--- src/sv/kcl_pkg.sv ---
// Shared types, constants and the key map for the keypad code lock.
// No dependencies; used by every module of the block.
package kcl_pkg;

    localparam int SCAN_W   = 16;
    localparam int CHAR_W   = 8;
    localparam int VERD_W   = 2;
    localparam int CFG_IDX_W = 8;

    // Configuration register indexes
    localparam logic [CFG_IDX_W-1:0] REG_CODE_FIRST  = 8'd0;
    localparam logic [CFG_IDX_W-1:0] REG_CODE_SECOND = 8'd1;

    // Configuration reset values ('1' and '2')
    localparam logic [CHAR_W-1:0] CODE_FIRST_RST  = 8'h31;
    localparam logic [CHAR_W-1:0] CODE_SECOND_RST = 8'h32;

    // Verdict codes
    typedef enum logic [VERD_W-1:0] {
        VERDICT_NONE  = 2'd0,
        VERDICT_OPEN  = 2'd1,
        VERDICT_ALARM = 2'd2
    } verdict_t;

    // Key map indexed by scan bit position
    typedef logic [CHAR_W-1:0] key_map_t [SCAN_W];
    localparam key_map_t KEY_MAP = '{
        8'h2A, 8'h30, 8'h23, 8'h44,   // '*' '0' '#' 'D'
        8'h37, 8'h38, 8'h39, 8'h43,   // '7' '8' '9' 'C'
        8'h34, 8'h35, 8'h36, 8'h42,   // '4' '5' '6' 'B'
        8'h31, 8'h32, 8'h33, 8'h41    // '1' '2' '3' 'A'
    };

    // Decoded key handed from the front end to the lock stage
    typedef struct packed {
        logic              advance;
        logic              key_valid;
        logic [CHAR_W-1:0] key_char;
    } key_info_t;

endpackage

--- src/sv/kcl_front.sv ---
// Input register, debounce, new-press detection and key priority encode.
// Depends on kcl_pkg.
module kcl_front (
    input  logic                          clk,
    input  logic                          rst_n,
    input  logic                          s_tvalid,
    output logic                          s_tready,
    input  logic [2*kcl_pkg::SCAN_W-1:0]  s_tdata,
    input  logic                          take,
    output kcl_pkg::key_info_t            key_info
);

    logic                        in_valid_reg;
    logic [kcl_pkg::SCAN_W-1:0]  early_reg;
    logic [kcl_pkg::SCAN_W-1:0]  late_reg;
    logic [kcl_pkg::SCAN_W-1:0]  last_deb_reg;
    logic [kcl_pkg::SCAN_W-1:0]  debounced;
    logic [kcl_pkg::SCAN_W-1:0]  presses;
    logic [kcl_pkg::CHAR_W-1:0]  key_char;
    logic                        advance;

    // Move the held word on when the result stage can take it
    assign advance  = in_valid_reg && take;
    assign s_tready = !in_valid_reg || take;

    // Hold the incoming snapshots
    always_ff @(posedge clk or negedge rst_n)
    begin
        if (!rst_n)
        begin
            in_valid_reg <= 1'b0;
        end
        else if (s_tready)
        begin
            in_valid_reg <= s_tvalid;
        end
    end

    always_ff @(posedge clk)
    begin
        if (s_tready && s_tvalid)
        begin
            early_reg <= s_tdata[kcl_pkg::SCAN_W-1:0];
            late_reg  <= s_tdata[2*kcl_pkg::SCAN_W-1:kcl_pkg::SCAN_W];
        end
    end

    // Store the debounced state as each word leaves
    always_ff @(posedge clk or negedge rst_n)
    begin
        if (!rst_n)
        begin
            last_deb_reg <= '0;
        end
        else if (advance)
        begin
            last_deb_reg <= debounced;
        end
    end

    assign debounced = early_reg & late_reg;
    assign presses   = debounced & ~last_deb_reg;

    // Lowest set bit wins: scan from the top so lower bits overwrite
    always_comb
    begin
        key_char = '0;
        for (int i = kcl_pkg::SCAN_W - 1; i >= 0; i--)
        begin
            if (presses[i])
            begin
                key_char = kcl_pkg::KEY_MAP[i];
            end
        end
    end

    assign key_info.advance   = advance;
    assign key_info.key_valid = |presses;
    assign key_info.key_char  = key_char;

endmodule

--- src/sv/kcl_lock.sv ---
// Code registers, two-key pair tracking, verdict and the result register.
// Depends on kcl_pkg.
module kcl_lock (
    input  logic                            clk,
    input  logic                            rst_n,
    input  logic                            cfg_valid,
    input  logic [kcl_pkg::CFG_IDX_W-1:0]   cfg_index,
    input  logic [kcl_pkg::CHAR_W-1:0]      cfg_data,
    input  kcl_pkg::key_info_t              key_info,
    output logic                            take,
    output logic                            out_valid,
    input  logic                            out_ready,
    output logic                            key_valid,
    output logic [kcl_pkg::CHAR_W-1:0]      key_char,
    output kcl_pkg::verdict_t               verdict
);

    logic [kcl_pkg::CHAR_W-1:0]  code_first_reg;
    logic [kcl_pkg::CHAR_W-1:0]  code_second_reg;
    logic                        have_first_reg;
    logic                        have_first_next;
    logic [kcl_pkg::CHAR_W-1:0]  held_first_reg;
    logic [kcl_pkg::CHAR_W-1:0]  held_first_next;
    logic                        out_valid_reg;
    logic                        key_valid_reg;
    logic [kcl_pkg::CHAR_W-1:0]  key_char_reg;
    kcl_pkg::verdict_t           verdict_reg;
    kcl_pkg::verdict_t           verdict_next;

    // Result register frees up when empty or being drained
    assign take = !out_valid_reg || out_ready;

    // Write the code registers
    always_ff @(posedge clk or negedge rst_n)
    begin
        if (!rst_n)
        begin
            code_first_reg  <= kcl_pkg::CODE_FIRST_RST;
            code_second_reg <= kcl_pkg::CODE_SECOND_RST;
        end
        else if (cfg_valid)
        begin
            case (cfg_index)
                kcl_pkg::REG_CODE_FIRST:  code_first_reg  <= cfg_data;
                kcl_pkg::REG_CODE_SECOND: code_second_reg <= cfg_data;
                default: ;
            endcase
        end
    end

    // Pair tracking and verdict
    always_comb
    begin
        have_first_next = have_first_reg;
        held_first_next = held_first_reg;
        verdict_next    = kcl_pkg::VERDICT_NONE;
        if (key_info.key_valid)
        begin
            if (!have_first_reg)
            begin
                have_first_next = 1'b1;
                held_first_next = key_info.key_char;
            end
            else
            begin
                have_first_next = 1'b0;
                held_first_next = '0;
                if (held_first_reg == code_first_reg &&
                    key_info.key_char == code_second_reg)
                begin
                    verdict_next = kcl_pkg::VERDICT_OPEN;
                end
                else
                begin
                    verdict_next = kcl_pkg::VERDICT_ALARM;
                end
            end
        end
    end

    always_ff @(posedge clk or negedge rst_n)
    begin
        if (!rst_n)
        begin
            have_first_reg <= 1'b0;
            held_first_reg <= '0;
        end
        else if (key_info.advance)
        begin
            have_first_reg <= have_first_next;
            held_first_reg <= held_first_next;
        end
    end

    // Result register
    always_ff @(posedge clk or negedge rst_n)
    begin
        if (!rst_n)
        begin
            out_valid_reg <= 1'b0;
        end
        else if (take)
        begin
            out_valid_reg <= key_info.advance;
        end
    end

    always_ff @(posedge clk)
    begin
        if (key_info.advance)
        begin
            key_valid_reg <= key_info.key_valid;
            key_char_reg  <= key_info.key_char;
            verdict_reg   <= verdict_next;
        end
    end

    assign out_valid = out_valid_reg;
    assign key_valid = key_valid_reg;
    assign key_char  = key_char_reg;
    assign verdict   = verdict_reg;

endmodule

--- src/sv/keypad_code_lock.sv ---
// Keypad code lock: an accepted input word moves from the input register into
// the result register when the result register is free; throughput one word
// per cycle when the output does not stall, set by the single input register and
// result register with one step of logic between them.
// Reset (rst_n, async, active low) clears the input and result valid flags, the
// stored debounced state and the pair state and loads the code registers with '1' and '2'.
// Top level; depends on kcl_pkg, kcl_front and kcl_lock.
module keypad_code_lock (
    input  logic                            clk,
    input  logic                            rst_n,
    input  logic                            s_tvalid,
    output logic                            s_tready,
    input  logic [2*kcl_pkg::SCAN_W-1:0]    s_tdata,   // scan_early[15:0], scan_late[31:16]
    output logic                            m_tvalid,
    input  logic                            m_tready,
    output logic [15:0]                     m_tdata,   // key_valid[0], key_char[8:1],
                                                       // verdict[10:9], zero[15:11]
    input  logic                            cfg_valid,
    output logic                            cfg_ready,
    input  logic [kcl_pkg::CFG_IDX_W-1:0]   cfg_index,
    input  logic [kcl_pkg::CHAR_W-1:0]      cfg_data
);

    kcl_pkg::key_info_t          key_info;
    logic                        take;
    logic                        key_valid;
    logic [kcl_pkg::CHAR_W-1:0]  key_char;
    kcl_pkg::verdict_t           verdict;

    // Configuration writes are always taken
    assign cfg_ready = 1'b1;

    kcl_front u_front (
        .clk      (clk),
        .rst_n    (rst_n),
        .s_tvalid (s_tvalid),
        .s_tready (s_tready),
        .s_tdata  (s_tdata),
        .take     (take),
        .key_info (key_info)
    );

    kcl_lock u_lock (
        .clk       (clk),
        .rst_n     (rst_n),
        .cfg_valid (cfg_valid),
        .cfg_index (cfg_index),
        .cfg_data  (cfg_data),
        .key_info  (key_info),
        .take      (take),
        .out_valid (m_tvalid),
        .out_ready (m_tready),
        .key_valid (key_valid),
        .key_char  (key_char),
        .verdict   (verdict)
    );

    // Pack the result word
    assign m_tdata = {5'b0, verdict, key_char, key_valid};

endmodule

--- config.mk ---
export PLATFORM = sky130hd
export DESIGN_NAME = keypad_code_lock
export DESIGN_NICKNAME = d
export VERILOG_FILES = /design/src/sv/kcl_pkg.sv /design/src/sv/kcl_front.sv /design/src/sv/kcl_lock.sv /design/src/sv/keypad_code_lock.sv
export SDC_FILE = /design/constraint.sdc
export NUM_CORES = 1
export LEC_CHECK = 0
export BUFFER_PORTS_ARGS = -buffer_cell sky130_fd_sc_hd__clkbuf_2
export CORE_MARGIN = 5
export CORE_UTILIZATION = 40
export DETAILED_ROUTE_END_ITERATION = 16
export GPL_ROUTABILITY_DRIVEN = 0
export HOLD_SLACK_MARGIN = 0.06
export PLACE_DENSITY = 0.66
export SYNTH_ARGS = -nofsm -noshare
export SYNTH_HDL_FRONTEND = slang
export SYNTH_HIERARCHICAL = 1
export SYNTH_SLANG_ARGS = --single-unit
--- constraint.sdc ---
create_clock -name clk -period 2 [get_ports clk]
set_input_delay 0.2 -clock clk [delete_from_list [all_inputs] [get_ports clk]]
set_output_delay 0.2 -clock clk [all_outputs]
set_load 0.005 [all_outputs]
==> results.tsv <==
stage	metric	value	unit
min_path	min-delay worst type	input pin to register	
synthesis	cell area after synthesis	3730	µm²
sta	Hold Slack	87.2	ps
worst_setup_path	crit path max fanout	3	
drt	WL/cell	14.4	µm
synthesis	Yosys cell types	41	
sta	Worst-Margin Slew	568	ps
layout	P&R area growth vs syn	32.3	%
synthesis	post-synth top area share	0.346	
job	MaxCap Viol Count	0	
die	CORE AREA	9150	µm²
sta	endpoints failing setup	2	
grt	largest net degree at the start of global routing	44	
layout	antenna diode count	0	
grt	Congestion Overflow GR	0	
worst_setup_path	Reg2Reg Depth	8	
clock_network	CTS sink count	86	
power_and_ir_drop	P_sw	1.20	mW
sta	Final TNS setup	-472	ps
synthesis	count leader, synth	nand2_1	
min_path	worst hold path cell count	2	
clock_network	clk buf depth	2	
sta	clk_skew	11.4	ps
synthesis	YS warnings	6	
synthesis	ys async rst share	0.500	
drt	routed vias/inst	4.76	
clock_network	TritonCTS buffer count	9	
clock_network	CTS tree	built	
synthesis	Post-synth EDFFs	43	
synthesis	leading area contributor after synthesis	edfxtp_1	
synthesis	synthesized flop and latch total	86	
layout	Nets	472	
drt	post-route DRC violation count	0	
drt	first-pass iteration count of the detailed router	4	
worst_setup_path	startpoint class of the critical path	register	
synthesis	synth top area cells	edfxtp_1, dfrtp_1, nand2_1, dfstp_2, xor2_1	
sta	relative slew slack	0.622	
power_and_ir_drop	Comb power frac	0.202	
placement	Final HPWL DP	5.48	mm
worst_setup_path	slowest CP cell	edfxtp_1	
grt	initial antenna violation count	0	
grt	first-pass GRT wire length	12.8	mm
die	total I/O pin count	72	
die	Starting Density	0.407	
sta	unrepaired setup endpoints after global routing	true	
sta	Highest Clock Rate	446	MHz
clock_network	Clock Latency Late Sink	360	ps
layout	share of cells above drive strength 1	0.354	
drt	number of DRC markers in iteration 0	81	
worst_setup_path	Arrival @ worst endpoint	2360	ps
sta	Slew Viols, Final	0	
clock_network	Clock Tree Root	clkbuf_8	
synthesis	Synth Flop Type	edfxtp_1	
sta	Final Hold Fails	0	
drt	DRT antenna net count	0	
die	die area	11300	µm²
die	row count	35	
power_and_ir_drop	sw frac	0.284	
status	status	finished with violations	
grt	global router's overall resource usage	0.146	
power_and_ir_drop	pwr dens	856	nW/µm²
power_and_ir_drop	clock power share	0.266	
placement	Inst Count DP	480	
drt	via count	2544	
synthesis	synthesized instance count	288	
drt	final WL	7.73	mm
worst_setup_path	CP Cell Sequence	and3b_1, a2111oi_4, nor3_2, o21bai_2, xor2_1, nor4_2, nand4_1, nor2b_1	
status	violated checks	negative setup slack	
sta	fin worst setup slack	-241	ps
power_and_ir_drop	Internal	3.02	mW
clock_network	clock transition at the registers of the reported paths	90	ps
worst_setup_path	crit path kind	register to register	
synthesis	commonest cells in the netlist	nand2_1, edfxtp_1, dfrtp_1, o21ai_0, xor2_1	
worst_setup_path	critical path required time	2120	ps
power_and_ir_drop	Sequential Power Share	0.532	
synthesis	sequential fraction of the synthesis area	0.637	
clock_network	htree depth	3	
worst_setup_path	crit end category	register	
sta	period utilization	1.12	
placement	Buffers on Ports	65	
die	die height	107	µm
synthesis	syn avg cell area	12.9	µm²
power_and_ir_drop	LEAKAGE	2.22	nW
grt	vias in the first global route	2666	
worst_setup_path	Slowest Stage Delay on Critical Path	410	ps
layout	Non-Filler Instances	535	
die	Die W	107	µm
sta	fin crit period	2240	ps
power_and_ir_drop	peak supply drop	466	µV
metrics by stage:
step                      total power, mW   util  setup WS, ps  instance area [µm²]
final                                4.22  0.539          -241                 4930
after detailed placement             3.03  0.473          -324                 4330
after CTS                            4.23  0.533          -235                 4880
after global placement               3.00  0.473          -279                 4330
after global routing                 4.46  0.539          -378                 4930
after floorplan                      2.70      -          27.4                 3750
kinds of logic after synthesis:
group / Yosys count / synth area share
buffers and inverters: 18 / 0.0292
AOI/OAI and AO/OA: 40 / 0.0698
and+or+nand+nor: 108 / 0.164
muxes: 16 / 0.0564
other: 3 / 0.00302
DFF: 86 / 0.637
xor gates and xnor gates: 17 / 0.0399
placed cells by master, fill, tap and decap left out, types with 2 or more instances in the layout:
| cell type | n |
|---|---|
| inv_1 | 3 |
| nand2_1 | 44 |
| and2_1 | 2 |
| conb_1 | 7 |
| a31oi_1 | 3 |
| and3b_1 | 3 |
| mux2_2 | 8 |
| mux2_4 | 8 |
| o211ai_1 | 3 |
| nand3_1 | 4 |
| nor4_2 | 2 |
| buf_4 | 30 |
| clkbuf_2 | 65 |
| dlygate4sd3_1 | 34 |
| nand3b_1 | 13 |
| nand3b_4 | 2 |
| nor3_1 | 3 |
| nand2b_1 | 14 |
| dfstp_2 | 6 |
| o21ai_0 | 24 |
| edfxtp_1 | 43 |
| xor2_1 | 16 |
| clkbuf_8 | 9 |
| nor4_1 | 2 |
| inv_6 | 5 |
| nor2_1 | 6 |
| nand4_1 | 4 |
| dfrtp_1 | 37 |
power groups by stage:
stage / Combinational (mW) / Clock (mW) / Sequential [mW]
6_report: 0.853 / 1.12 / 2.24
3_3_place_gp: 0.725 / 0 / 2.27
2_1_floorplan: 0.472 / 0 / 2.23
5_1_grt: 0.950 / 1.24 / 2.27
3_5_place_dp: 0.748 / 0 / 2.28
4_1_cts: 0.824 / 1.16 / 2.25
worst paths after layout:
path                                          start                        to  slack (ps)
min in group asynchronous                     rst_n   u_front/last_deb_reg[0]         460
max in group asynchronous                     rst_n  u_lock/code_first_reg[0]        1150
setup reg to reg               u_front/late_reg[12]         u_lock/verdict[1]        -240
hold reg to reg            u_front/last_deb_reg[11]  u_front/last_deb_reg[11]         480
setup / recovery               u_front/late_reg[12]         u_lock/verdict[1]        -240
hold / removal                          cfg_data[7]  u_lock/code_first_reg[7]          90
area by class of cell:
class	count	area [µm²]
inverters	3	11.3
fillers	779	4220
well taps	111	139
multi-input cells	188	1310
repair buffers	131	922
clock buffers	10	128
clock inverters	6	52.6
flip-flops and latches	86	2370
critical path, delay by kind of cell (launching register included):
kind	cells	cell delay, ps
compound gates	2	530
xor+xnor	1	110
flops	1	410
simple gates	5	950
layer usage:
layer	routed length, µm	vias up	share of wire	track usage
met4	114	0	0.015	0.0384
met5	0	-	0	0
met2	3990	61	0.52	0.251
met3	362	10	0.047	0.0522
li1	-	1267	-	-
met1	3270	1206	0.42	0.175
timing repair:
action,CTS,global route
resized for setup,4,5
endpoints found under the setup margin,2,11
pin swaps,2,8
endpoints found under the hold margin,70,0
hold buffers,34,0
buffers inserted,1,4
(Power assumes the default switching activity.)
